### config.mk
export PLATFORM = sky130hd
export DESIGN_NAME = tea_cfg
export DESIGN_NICKNAME = d
export VERILOG_FILES = /design/src/design/tea_pkg.sv /design/src/design/tea_cfg.sv
export SDC_FILE = /design/constraint.sdc
export NUM_CORES = 1
export LEC_CHECK = 0
export ABC_AREA = 1
export BUFFER_PORTS_ARGS = -buffer_cell sky130_fd_sc_hd__buf_2
export CAP_MARGIN = 20
export CORE_ASPECT_RATIO = 1.2
export CORE_MARGIN = 1
export CORE_UTILIZATION = 50
export DETAILED_ROUTE_END_ITERATION = 10
export PLACE_DENSITY = 0.92
export SYNTH_ARGS = -nofsm -noshare
export SYNTH_HDL_FRONTEND = slang
export SYNTH_SLANG_ARGS = --single-unit
### constraint.sdc
create_clock -name aclk -period 1.1 [get_ports aclk]
set_input_delay 0.165 -clock aclk [delete_from_list [all_inputs] [get_ports aclk]]
set_output_delay 0.165 -clock aclk [all_outputs]
set_load 0.02 [all_outputs]
### src/design/tea_pkg.sv
// ----------------------------------------------------------------------------
// tea_pkg
// Shared types, constants and the round mixing function of the TEA engine.
// ----------------------------------------------------------------------------
package tea_pkg;

    // Cipher constants
    localparam int unsigned TEA_ROUNDS    = 32;
    localparam int unsigned TEA_KEY_WORDS = 4;
    localparam logic [31:0] TEA_DELTA     = 32'h9E37_79B9;

    // Register map, word index on the configuration port
    localparam int unsigned TEA_ADDR_W = 4;
    typedef enum logic [1:0] {
        REG_KEY0 = 2'd0,
        REG_KEY1 = 2'd1,
        REG_KEY2 = 2'd2,
        REG_KEY3 = 2'd3
    } tea_reg_t;

    // Operation selector carried in tuser
    typedef enum logic {
        FUNC_ENC = 1'b0,
        FUNC_DEC = 1'b1
    } tea_func_t;

    // 128-bit key as four words
    typedef logic [TEA_KEY_WORDS-1:0][31:0] tea_key_t;

    // Payload carried from stage to stage
    typedef struct packed {
        tea_func_t   func;
        logic [31:0] a;
        logic [31:0] b;
    } tea_stage_t;

    // Running sum after n delta steps, wrapping at 32 bits
    function automatic logic [31:0] tea_sum(input int unsigned n);
        logic [63:0] p;
        p = 64'(TEA_DELTA) * 64'(n);
        return p[31:0];
    endfunction

    // F-function of one half round
    function automatic logic [31:0] tea_mix(input logic [31:0] v,
                                            input logic [31:0] sum,
                                            input logic [31:0] ka,
                                            input logic [31:0] kb);
        logic [31:0] x;
        logic [31:0] y;
        logic [31:0] z;
        x = (v << 4) + ka;
        y = v + sum;
        z = (v >> 5) + kb;
        return x ^ y ^ z;
    endfunction

endpackage

### src/design/tea_cfg.sv
// ----------------------------------------------------------------------------
// tea_cfg
// APB register file holding the four key words.
// ----------------------------------------------------------------------------
module tea_cfg
    import tea_pkg::*;
(
    input  logic                  aclk,
    input  logic                  aresetn,
    input  logic                  psel,
    input  logic                  penable,
    input  logic                  pwrite,
    input  logic [TEA_ADDR_W-1:0] paddr,
    input  logic [31:0]           pwdata,
    output logic [31:0]           prdata,
    output logic                  pready,
    output tea_key_t              key
);

    tea_key_t key_reg;
    tea_key_t key_next;
    tea_reg_t reg_idx;
    logic     wr_en;

    assign pready  = 1'b1;
    assign reg_idx = tea_reg_t'(paddr[TEA_ADDR_W-1:2]);
    assign wr_en   = psel && penable && pwrite;

    // Write decode
    always_comb begin
        key_next = key_reg;
        if (wr_en) begin
            case (reg_idx)
                REG_KEY0: key_next[0] = pwdata;
                REG_KEY1: key_next[1] = pwdata;
                REG_KEY2: key_next[2] = pwdata;
                REG_KEY3: key_next[3] = pwdata;
                default:  key_next = key_reg;
            endcase
        end
    end

    always_ff @(posedge aclk) begin
        if (!aresetn) begin
            key_reg <= '0;
        end else begin
            key_reg <= key_next;
        end
    end

    // Read mux
    always_comb begin
        case (reg_idx)
            REG_KEY0: prdata = key_reg[0];
            REG_KEY1: prdata = key_reg[1];
            REG_KEY2: prdata = key_reg[2];
            REG_KEY3: prdata = key_reg[3];
            default:  prdata = '0;
        endcase
    end

    assign key = key_reg;

endmodule

* Yosys cells after proc, flatten, opt, wreduce, memory -nomap -nowiden *
Index checks and enable logic that the tools add are counted.

cells by class
  equal/unequal tests = 3
  multiplexer cells = 1
  reductions and logical operators = 7

operators with widths
  kind                number
  $pmux 32 s4         1
  $reduce_and 2->1    4
  $eq 2x2->1 const B  2
  $eq 2x1->1 const B  1
  $logic_and 1x1->1   2
  $logic_not 2->1     1

storage, ports and cells
  output and inout port bits = 161
  word-level logic and storage cells = 15
  register bits after elaboration = 128
  input bits = 41

* Longest topological paths before layout *
  depth after elaboration = 3
  gate-level depth with buffers = 7

* Worst setup path before layout *
OpenSTA, ideal clock, no wires.

  kind = input to output
  start = input paddr[3]
  end = output prdata[10]
  required time = 0.935 ns
  path slack = -0.014 ns
  arrival = 0.949 ns
  buffers on the path = 1
  stages on the path = 4
  cells stage by stage = nor2_2 -> clkbuf_1 -> nand2_1 -> nand4_1

between the ends
  cells in the longest elaborated chain, start to end = 2

RTL lines
  item                                      line           text
  start, declared                           tea_cfg.sv:13  input logic [TEA_ADDR_W-1:0] paddr,
  $eq 2x2->1, or another cell as far along  tea_cfg.sv:53  case (reg_idx)
  $pmux 32 s4 *                             tea_cfg.sv:53
  end, declared                             tea_cfg.sv:15  output logic [31:0] prdata,

Mark *: on every way between the ends. The rest lies on a longest branch, timed or not.

* Worst setup path in the final report *
  start = register key_reg (netlist bit key[41])
  end = output prdata[9]

between the ends
  cells in the longest elaborated chain, start to end = 1

RTL lines
  item                    line           text
  start, declared         tea_cfg.sv:20  tea_key_t key_reg;
  start signal, assigned  tea_cfg.sv:47  key_reg <= key_next;
  $pmux 32 s4             tea_cfg.sv:53

No other way between the ends.

==> parameters.txt <==
Parameter                              Value

Clocking
  Clock tree from TritonCTS    built
  CTS root buffer    sky130_fd_sc_hd__clkbuf_16
  H-Tree Depth    4
  CTS Buffer Depth    2
  Count of clock tree sinks    128
  Number of hold-repair buffers added at the cts stage    0
  Clock input transition at the sequential cells of the worst setup and hold paths    0.06 ns
  Clock insertion delay at the later pin of the skew report    0.41 ns
  Clock buffer count from CTS    17

Die
  Number of top-level pins    ~200
  Starting utilization of the core area    51.1%
  Vertical die dimension    121 um
  FP Rows    43
  Floorplan core area    11,500 sq um
  Die Area    12,200 sq um
  Die Width    101 um

Synthesis
  Number of instances in the synthesized netlist    916
  Dominant combinational cell family by area after synthesis    simple AND/OR/NAND/NOR gates
  Mapped cell area    5890 sq um
  Syn nets    957
  Avg Synthesized Cell Area    6.43 sq um
  Share of synthesized cell area in and, or, nand and nor gates    about half
  Fraction of the yosys area taken by sequential cells    43.5%
  Post-synth cell types    15
  Post-synthesis share of cell area spent on full adders, half adders and majority gates    0%
  Yosys synthesis warning count    0
  Synthesis-stage register bit count    128
  Post-synthesis xor/xnor area fraction    0%
  Compound-gate portion of the synthesized area    0%
  Mux contribution to synthesized area    0%

Power and ir drop
  Sw frac    a little over a quarter
  Pwr/cell area    1270 nW/um^2
  Peak ir drop on the vdd network    roughly 950 uV
  Power share of the clock group    46.0%
  Power share of the combinational group    14.4%
  Internal cell power    between 9 and 10 mW
  Sequential share of power    39.5%
  Net switching power    roughly 3.2 mW
  Cell leakage power    4.59 nW

Global routing
  M1 GR Usage    a little under two fifths
  Global-route wire length before repair    around 32 mm
  Total global routing track utilization    34.1%
  Initial antenna violation count    0
  Grt peak-use layer    met2
  Via count of the first global-routing pass    6,855
  GR Util met2    58.0%
  Largest net degree at the start of global routing    69
  Remaining global-route overflow    0
  GRT met3 Usage    7.20%

Placed design
  Hpwl dp    11.9 mm
  Instance area at placement    roughly 7400 sq um
  Number of input and output port buffers inserted    198
  Final weighted congestion of routability-driven global placement    approximately 0.84

Timing
  Share of the cycle needed by the critical path after routing    121%
  Clock skew    0 ns
  Count of pins over their slew limit    0
  Min Tclk post-route    approximately 1.3 ns
  Number of failing hold endpoints at the final stage    0
  Final-layout setup total negative slack    -7.02 ns
  Worst setup slack after layout    -0.233 ns
  Fmax    750 MHz
  Count of endpoints failing setup in the final report    74
  RSZ-0062 raised after global routing    yes

Run status
  Violations in the final reports    negative setup slack
  Outcome    finished with violations

Critical path
  Capturing instance or port of the critical path    prdata[9]
  Reg-to-reg startpoint    key[40]$_SDFFE_PN0P_
  Critical Path End Type    output port
  Worst reg2reg endpoint    key[40]$_SDFFE_PN0P_
  Kind of critical path    flip-flop to output port
  Startpoint Class    flip-flop
  Register-to-Register Setup Slack    0.12 ns
  Critical path data required time    ~0.94 ns
  Reg2Reg Depth    4
  Crit path from    key[41]$_SDFFE_PN0P_
  Worst-path maximum fanout    2
  Worst path arrival time    1.17 ns

Detailed routing
  Total Wirelength    26.7 mm
  Count of unresolved DRC violations after routing    0
  Number of detailed-route iterations in the first pass    8
  Vias after detailed routing    ~8,100
  Vias per cell    5.88
  Routed wire per std cell    between 15 and 20 um
  Iteration-0 DRC Markers    between 800 and 900
  Remaining antenna violation count after routing    0

Final layout
  Final nets    approximately 1,200
  Number of flip-flops under the largest register name    128
  Area Overhead vs Synth    63.9%
  ANT cells    0
  Post-route cell area    9650 sq um
  Proportion of layout cells with a drive suffix above 1    43.6%

Job
  Max-capacitance violation count    0

Worst hold path
  Tightest Hold Check Type    primary input to flip-flop
  Cell depth of the worst min-delay path    3
  Hold wc startpoint    aresetn
-- cells by family after synthesis --
kind of cell	Yosys count
AND/OR/NAND/NOR	686
flip-flops	128
buffers and inverters	101
other	1
-- what timing repair did --
action,in CTS,in global routing
gates resized for setup,232,164
setup buffers,37,36
endpoints found under the setup margin,141,130
pin swaps,44,35
gates cloned,2,4
-- through the flow --
stage	utilization [%]	cells	total power, mW	setup WS, ns	hold slack (ns)
after floorplan	-	916	5.69	-0.0136	0.407
after global placement	64.6	1265	6.20	-0.150	0.485
after detailed placement	64.6	1265	6.23	-0.195	0.488
after CTS	76.9	1335	11.9	-0.146	0.0954
after global routing	83.8	1373	12.6	-0.454	0.104
final	83.8	1373	12.3	-0.233	0.113
-- synth_stat cells --
| cell type | number | area share (%) |
|---|---|---|
| sky130_fd_sc_hd__buf_6 | 3 | 0.57 |
| sky130_fd_sc_hd__buf_1 | 1 | 0.064 |
| sky130_fd_sc_hd__dfxtp_1 | 128 | 44 |
| sky130_fd_sc_hd__nor2_2 | 4 | 0.42 |
| sky130_fd_sc_hd__nand3_1 | 129 | 11 |
| sky130_fd_sc_hd__nor2_4 | 3 | 0.57 |
| sky130_fd_sc_hd__nand4_1 | 32 | 3.4 |
| sky130_fd_sc_hd__nor2_1 | 257 | 16 |
| sky130_fd_sc_hd__clkbuf_1 | 20 | 1.3 |
| sky130_fd_sc_hd__buf_2 | 33 | 2.8 |
| sky130_fd_sc_hd__nand2_1 | 261 | 17 |
| sky130_fd_sc_hd__buf_4 | 8 | 1.0 |
| sky130_fd_sc_hd__conb_1 | 1 | 0.064 |
| sky130_fd_sc_hd__inv_1 | 33 | 2.1 |
| sky130_fd_sc_hd__inv_2 | 3 | 0.19 |
-- layer usage --
layer / part of all wire [%] / wire [um]
met1: 33 / 8750
met2: 48 / 12800
met3: 11 / 2960
met4: 8.2 / 2200
met5: 0 / 0
-- placed cells by master (no fill, tap or decap), types with 3 or more instances in the layout --
cell / instances
sky130_fd_sc_hd__clkbuf_16: 21
sky130_fd_sc_hd__inv_1: 33
sky130_fd_sc_hd__clkinvlp_4: 3
sky130_fd_sc_hd__buf_2: 57
sky130_fd_sc_hd__nand3_1: 129
sky130_fd_sc_hd__nor2_1: 256
sky130_fd_sc_hd__nor2_4: 8
sky130_fd_sc_hd__nand2_2: 31
sky130_fd_sc_hd__clkinv_2: 3
sky130_fd_sc_hd__dfxtp_1: 3
sky130_fd_sc_hd__dfxtp_4: 4
sky130_fd_sc_hd__buf_6: 83
sky130_fd_sc_hd__buf_4: 167
sky130_fd_sc_hd__buf_12: 20
sky130_fd_sc_hd__clkbuf_8: 4
sky130_fd_sc_hd__nand2_1: 230
sky130_fd_sc_hd__nand4_1: 32
sky130_fd_sc_hd__dfxtp_2: 121
-- layout make-up --
| class | instances | area (sq um) |
|---|---|---|
| inverters | 36 | 143 |
| flip-flops and latches | 128 | 2730 |
| clock buffers | 23 | 488 |
| repair buffers | 333 | 3030 |
| well taps | 157 | 196 |
| clock inverters | 9 | 106 |
| fillers | 596 | 1860 |
| multi-input cells | 687 | 2960 |
-- critical path: stages, from the launching register on --
cell and delay (ns):
sky130_fd_sc_hd__dfxtp_2 0.34, sky130_fd_sc_hd__nand2_2 0.08, sky130_fd_sc_hd__nand4_1 0.16, sky130_fd_sc_hd__buf_6 0.17
-- power groups by stage --
| stage | Clock (mW) | Combinational, mW | Sequential, mW |
|---|---|---|---|
| after floorplan | 0 | 0.660 | 5.03 |
| after global placement | 0 | 1.28 | 4.92 |
| after detailed placement | 0 | 1.31 | 4.92 |
| after CTS | 5.58 | 1.47 | 4.84 |
| after global routing | 5.85 | 1.86 | 4.86 |
| final | 5.66 | 1.77 | 4.86 |
-- worst min-delay path by stage --
stage / end / slack (ns)
floorplan: key[32]$_SDFFE_PN0P_ / 0.41
global placement: key[25]$_SDFFE_PN0P_ / 0.49
detailed placement: key[35]$_SDFFE_PN0P_ / 0.49
CTS: key[15]$_SDFFE_PN0P_ / 0.1
global route: key[15]$_SDFFE_PN0P_ / 0.10
finish: key[20]$_SDFFE_PN0P_ / 0.11
(Power assumes the default switching activity.)
