`src/design/tea_pkg.sv`:
```
// ----------------------------------------------------------------------------
// tea_pkg
// Shared types, constants and the round mixing function of the TEA engine.
// ----------------------------------------------------------------------------
package tea_pkg;

    // Cipher constants
    localparam int unsigned TEA_ROUNDS    = 32;
    localparam int unsigned TEA_KEY_WORDS = 4;
    localparam logic [31:0] TEA_DELTA     = 32'h9E37_79B9;

    // Register map, word index on the configuration port
    localparam int unsigned TEA_ADDR_W = 4;
    typedef enum logic [1:0] {
        REG_KEY0 = 2'd0,
        REG_KEY1 = 2'd1,
        REG_KEY2 = 2'd2,
        REG_KEY3 = 2'd3
    } tea_reg_t;

    // Operation selector carried in tuser
    typedef enum logic {
        FUNC_ENC = 1'b0,
        FUNC_DEC = 1'b1
    } tea_func_t;

    // 128-bit key as four words
    typedef logic [TEA_KEY_WORDS-1:0][31:0] tea_key_t;

    // Payload carried from stage to stage
    typedef struct packed {
        tea_func_t   func;
        logic [31:0] a;
        logic [31:0] b;
    } tea_stage_t;

    // Running sum after n delta steps, wrapping at 32 bits
    function automatic logic [31:0] tea_sum(input int unsigned n);
        logic [63:0] p;
        p = 64'(TEA_DELTA) * 64'(n);
        return p[31:0];
    endfunction

    // F-function of one half round
    function automatic logic [31:0] tea_mix(input logic [31:0] v,
                                            input logic [31:0] sum,
                                            input logic [31:0] ka,
                                            input logic [31:0] kb);
        logic [31:0] x;
        logic [31:0] y;
        logic [31:0] z;
        x = (v << 4) + ka;
        y = v + sum;
        z = (v >> 5) + kb;
        return x ^ y ^ z;
    endfunction

endpackage

```
`src/design/tea_half_round.sv`:
```
// ----------------------------------------------------------------------------
// tea_half_round
// One registered half round: updates one half of the block with the
// F-function of the other half. Encrypt adds, decrypt subtracts.
// ----------------------------------------------------------------------------
module tea_half_round
    import tea_pkg::*;
#(
    parameter logic [31:0] SUM_ENC = TEA_DELTA,
    parameter logic [31:0] SUM_DEC = TEA_DELTA,
    parameter bit          PHASE   = 1'b0
)(
    input  logic       aclk,
    input  logic       aresetn,
    input  tea_key_t   key,
    input  logic       in_valid,
    output logic       in_ready,
    input  tea_stage_t in_data,
    output logic       out_valid,
    input  logic       out_ready,
    output tea_stage_t out_data
);

    logic        valid_reg;
    logic        valid_next;
    tea_stage_t  data_reg;
    tea_stage_t  data_next;
    logic        upd_first;
    logic        is_dec;
    logic [31:0] f_val;
    logic [31:0] tgt;
    logic [31:0] res;

    // Stage takes a new item when empty or when its item moves on
    assign in_ready = !valid_reg || out_ready;
    assign is_dec   = (in_data.func == FUNC_DEC);

    // Encrypt: first phase updates a, second updates b; decrypt the reverse
    assign upd_first = (PHASE == 1'b0) ? !is_dec : is_dec;

    always_comb begin
        if (upd_first) begin
            f_val = tea_mix(in_data.b, is_dec ? SUM_DEC : SUM_ENC, key[0], key[1]);
            tgt   = in_data.a;
        end else begin
            f_val = tea_mix(in_data.a, is_dec ? SUM_DEC : SUM_ENC, key[2], key[3]);
            tgt   = in_data.b;
        end
        res = is_dec ? (tgt - f_val) : (tgt + f_val);

        data_next = in_data;
        if (upd_first) begin
            data_next.a = res;
        end else begin
            data_next.b = res;
        end
        valid_next = in_ready ? in_valid : valid_reg;
    end

    always_ff @(posedge aclk) begin
        if (!aresetn) begin
            valid_reg <= 1'b0;
        end else begin
            valid_reg <= valid_next;
        end
    end

    // Payload, no reset
    always_ff @(posedge aclk) begin
        if (in_ready && in_valid) begin
            data_reg <= data_next;
        end
    end

    assign out_valid = valid_reg;
    assign out_data  = data_reg;

endmodule

```
`config.mk`:
```
export PLATFORM = sky130hd
export DESIGN_NAME = tea_half_round
export DESIGN_NICKNAME = d
export VERILOG_FILES = /design/src/design/tea_pkg.sv /design/src/design/tea_half_round.sv
export SDC_FILE = /design/constraint.sdc
export NUM_CORES = 1
export LEC_CHECK = 0
export BUFFER_PORTS_ARGS = -buffer_cell sky130_fd_sc_hd__buf_2
export CORE_ASPECT_RATIO = 1.75
export CORE_UTILIZATION = 53
export CTS_CLUSTER_SIZE = 8
export DETAILED_ROUTE_END_ITERATION = 8
export PLACE_DENSITY = 0.85
export SKIP_LAST_GASP = 1
export SYNTH_ARGS = -nofsm -noshare
export SYNTH_HDL_FRONTEND = slang
export SYNTH_SLANG_ARGS = --single-unit
export TNS_END_PERCENT = 1
```
`constraint.sdc`:
```
create_clock -name aclk -period 6.7 [get_ports aclk]
set_input_delay 0.67 -clock aclk [delete_from_list [all_inputs] [get_ports aclk]]
set_output_delay 0.67 -clock aclk [all_outputs]
set_load 0.01 [all_outputs]
```
-- Word-level counts from Yosys, hierarchy flattened
Index checks and enable logic that the tools add are counted.
- input port bits: 197
- output and inout bits: 67
- register bits: 66
- logic and storage cells: 24
- bitwise logic cells: 4
- reduce and logical (&&, ||, !) cells: 3
- muxes and demuxes: 5
- $add $sub $neg: 8
- operator list (operator ; count):
    $mux 32 ; 5
    $xor 32x32->32 ; 4
    $add 32x32->32 ; 3
    $add 27x32->32 ; 2
    $add 32x32->32 const B ; 2
    $sub 32x32->32 ; 1
    $logic_and 1x1->1 ; 1
    $logic_not 1->1 ; 1
    $logic_or 1x1->1 ; 1

-- Logic depth before layout (Yosys ltp)
- depth after elaboration: 7
- mapped depth: 29
- mapped depth without buffers: 28

-- Least setup slack after synthesis
No wires, ideal clock.
- path kind: input to register
- from: input port in_data[64] in the netlist's numbering
- to: register data_reg (netlist bit out_data[63]) (data pin)
- required time: 6.439 ns
- library setup time: 0.261 ns
- path slack: -0.097 ns
- stages on the path: 28
- data arrival time: 6.536 ns
- path buffers: 5
- path through: clkbuf_1 clkbuf_1 clkbuf_1 clkbuf_1 clkbuf_1 a21oi_1 inv_1 ha_1 o211ai_1 and4bb_2 nand2_1 nor4_1 nand4_1 xor2_1 o21ai_0 ha_1 a211oi_1 o211ai_1 a221o_1 a21o_1 a21oi_1 nor2b_1 o21ai_0 o311ai_0 a41o_1 a2111oi_0 nor4b_2 xnor2_1
- RTL lines (item ; RTL line ; source):
    start: declaration ; tea_half_round.sv:18 ; input tea_stage_t in_data,
    end signal: assignment ; tea_half_round.sv:71 ; data_reg <= data_next;
    end: declaration ; tea_half_round.sv:26 ; tea_stage_t data_reg;

==> load_flow_metrics.sql <==
INSERT INTO impl_metrics (metric_group, metric, value, unit) VALUES
('cts', 'worst_setup_hold_path_clk_slew', '0.06', 'ns'),
('min_path', 'hold_path_cells', '2', ''),
('sta', 'worst_hold_slack', '0.542', 'ns'),
('sta', 'grt_setup_unrepaired', 'true', ''),
('setup_path', 'r2r_end', 'out_data[63]', ''),
('yosys', 'postSynthAreaPerCell', '8.05', 'µm²'),
('cts', 'worstSkewPairLatency', '0.35', 'ns'),
('setup_path', 'setup.reg_to_reg.worst_slack', '5.00', 'ns'),
('yosys', 'post_synthesis_register_bit_count', '66', ''),
('global_route', 'grtUsageTotal', '39.1', '%'),
('sta', 'maxSlewViolCount', '0', ''),
('finish', 'most_common_cell_after_layout_fill_and_taps_aside', 'sky130_fd_sc_hd__buf_2', ''),
('setup_path', 'setup.worst_path.end_class', 'flip-flop', ''),
('setup_path', 'worstSetupStartpointType', 'primary input', ''),
('cts', 'cts-htree-levels', '3', ''),
('finish', 'most-common-layout-cells', 'sky130_fd_sc_hd__buf_2 (262), sky130_fd_sc_hd__xnor2_1 (245), sky130_fd_sc_hd__buf_4 (174)', ''),
('sta', 'min_period_over_period', '98.2', '%'),
('route', 'drcViolationCount', '0', ''),
('setup_path', 'critical-path-max-stage-delay', '0.40', 'ns'),
('finish', 'final_area', '17100', 'µm²'),
('yosys', 'yosysUniqueCellTypes', '97', ''),
('sta', 'post-route-min-period', '6.58', 'ns'),
('status', 'run_status', 'finished, final reports clean', ''),
('cts', 'tritoncts', 'built', ''),
('route', 'drt-initial-drc-count', '1334', ''),
('placement', 'place.detailed.instances', '2389', ''),
('sta', 'totalNegativeSetupSlack', '0', 'ns'),
('min_path', 'hold_class', 'flip-flop to flip-flop', ''),
('yosys', 'synth.largest_area_cell', 'sky130_fd_sc_hd__xnor2_1', ''),
('floorplanning', 'standard_cell_rows', '77', ''),
('cts', 'numClockSinks', '66', ''),
('cts', 'clk_root_buf', 'sky130_fd_sc_hd__clkbuf_16', ''),
('sta', 'postLayoutSetupSlackWorst', '0.122', 'ns'),
('finish', 'post_layout_nets', '2439', ''),
('placement', 'gp_congestion', '1.08', ''),
('global_route', 'grt_start_max_net_pins', '68', ''),
('setup_path', 'timing_worst_setup_path_type', 'primary input to flip-flop', ''),
('power_and_ir_drop', 'vdd.ir_drop.worst', '210', 'µV'),
('global_route', 'first_pass_grt_wire_length', '79300', 'µm'),
('placement', 'dpl.hpwl', '40600', 'µm'),
('yosys', 'synth_top_flop_cell', 'sky130_fd_sc_hd__edfxtp_1', ''),
('route', 'drtPass1Iterations', '6', ''),
('placement', 'portBuffers', '263', ''),
('global_route', 'antenna_found_initial', '0', ''),
('sta', 'max_freq', '152', 'MHz'),
('yosys', 'yosys-top-cells-area', 'sky130_fd_sc_hd__xnor2_1 (16%), sky130_fd_sc_hd__edfxtp_1 (14%), sky130_fd_sc_hd__ha_1 (13%)', ''),
('global_route', 'grt_overflow_total', '0', ''),
('route', 'drtAntennaViolNets', '0', ''),
('route', 'vias_per_cell', '6.42', ''),
('route', 'routedWlPerCell', '21.8', 'µm'),
('route', 'vias', '15500', ''),
('job', 'maxCapViolCount', '0', ''),
('yosys', 'synthesis.area', '13700', 'µm²'),
('cts', 'max-clock-path-buffers', '2', ''),
('yosys', 'seq_area_frac_synth', '14.4', '%'),
('yosys', 'yosys_warnings', '0', ''),
('sta', 'worst_slew_pin_slew', '0.915', 'ns'),
('yosys', 'synthArstFlopShare', '0', '%'),
('setup_path', 'crit_start', 'key[68]', ''),
('floorplanning', 'core-area', '25300', 'µm²'),
('power_and_ir_drop', 'finalPower', '4.48', 'mW'),
('floorplanning', 'fp.dieArea', '26600', 'µm²'),
('floorplanning', 'die_height', '215', 'µm'),
('route', 'detail_route.wirelength', '52800', 'µm'),
('sta', 'final.setup_skew', '0.0117', 'ns'),
('yosys', 'postSynthCellCount', '1704', ''),
('cts', 'cts_buffers', '9', ''),
('setup_path', 'crit_path_end', 'out_data[31]', ''),
('sta', 'setup-violations-final', '0', ''),
('setup_path', 'timing.reg2reg.worst_path_depth', '3', ''),
('setup_path', 'endpoint_required_time_on_the_critical_path', '6.79', 'ns');
[Yosys cell counts (8+ instances only)]
cell                         n
sky130_fd_sc_hd__xnor2_1   251
sky130_fd_sc_hd__nand2_1   168
sky130_fd_sc_hd__a21oi_1   144
sky130_fd_sc_hd__ha_1      143
sky130_fd_sc_hd__o21ai_0   130
sky130_fd_sc_hd__nor2_1     98
sky130_fd_sc_hd__edfxtp_1   65
sky130_fd_sc_hd__xor2_1     65
sky130_fd_sc_hd__a21o_1     55
sky130_fd_sc_hd__clkbuf_1   49
sky130_fd_sc_hd__nor3_1     45
sky130_fd_sc_hd__inv_1      40
sky130_fd_sc_hd__mux2_2     35
sky130_fd_sc_hd__nand3_1    35
sky130_fd_sc_hd__o21a_1     22
sky130_fd_sc_hd__and3_1     20
sky130_fd_sc_hd__o211ai_1   20
sky130_fd_sc_hd__a31oi_1    19
sky130_fd_sc_hd__nand4_1    19
sky130_fd_sc_hd__a211oi_1   17
sky130_fd_sc_hd__mux2i_1    14
sky130_fd_sc_hd__o21bai_1   14
sky130_fd_sc_hd__xnor3_1    14
sky130_fd_sc_hd__and2_1     13
sky130_fd_sc_hd__o31ai_1    13
sky130_fd_sc_hd__nand2b_1   10
sky130_fd_sc_hd__or3_1      10
sky130_fd_sc_hd__nor2b_1     9
sky130_fd_sc_hd__o21ai_1     9
sky130_fd_sc_hd__nor4_1      8
[cell type report]
type                       count  area [µm²]
antenna                        1        2.50
clock buffer                   9         225
clock inverter                 7        93.8
fill                        2077        8240
inverter                      40         150
multi-input combinational   1540       11600
sequential                    66        1970
tap                          316         395
timing repair buffer         437        2630
[layer usage]
layer	part of all wire [%]	track usage [%]	routed length, µm	vias to the layer above
li1	-	-	-	7101
met3	8.7	12.6	4580	388
met4	12	39.0	6170	0
met1	32	36.8	16700	7060
met2	48	64.0	25300	965
met5	0	0	0	-
[power by group]
part           internal [mW]  leakage [nW]  total (mW)  switching [mW]
Clock                  0.325         0.153       0.522           0.196
Sequential             0.610         0.643       0.657          0.0469
Combinational           1.40          6.74        3.30            1.89
[repair_timing]
item / 4_1_cts / 5_1_grt
buffers inserted: 0 / 10
pin swaps: 1 / 31
setup endpoints to repair: 2 / 17
gates resized for setup: 6 / 47
hold buffers: 0 / 0
[critical path, delay by kind of cell]
kind / cells / cell delay, ns
AO/OA/AOI/OAI: 11 / 2.24
XOR/XNOR: 5 / 0.95
adder cells (fa/ha/maj): 3 / 0.88
buffers and inverters: 5 / 0.79
multiplexers: 1 / 0.18
AND/OR/NAND/NOR: 7 / 0.97
[logic make-up after synthesis]
group	after synthesis	share of synthesized area [%]
adder cells (fa/ha/maj)	148	13.8
AO/OA/AOI/OAI	533	25.3
buffers and inverters	98	2.75
flip-flops	66	14.4
multiplexers	49	3.89
XOR/XNOR	330	22.5
AND/OR/NAND/NOR	480	17.5
[registers in the layout, indices dropped and copies added, names as in the netlist]
| register | cells |
|---|---|
| out_valid | 1 |
| out_data | 65 |
[how the worst min path moves through the flow]
stage | slack [ns] | endpoint | start
global placement | 0.50 | out_valid | out_valid
global route | 0.58 | out_valid | aresetn
CTS | 0.55 | out_valid | out_valid
detailed placement | 0.54 | out_valid | out_valid
floorplan | 0.61 | out_valid | out_valid
finish | 0.54 | out_valid | out_valid
No activity file was read; power rests on OpenSTA's default activity.
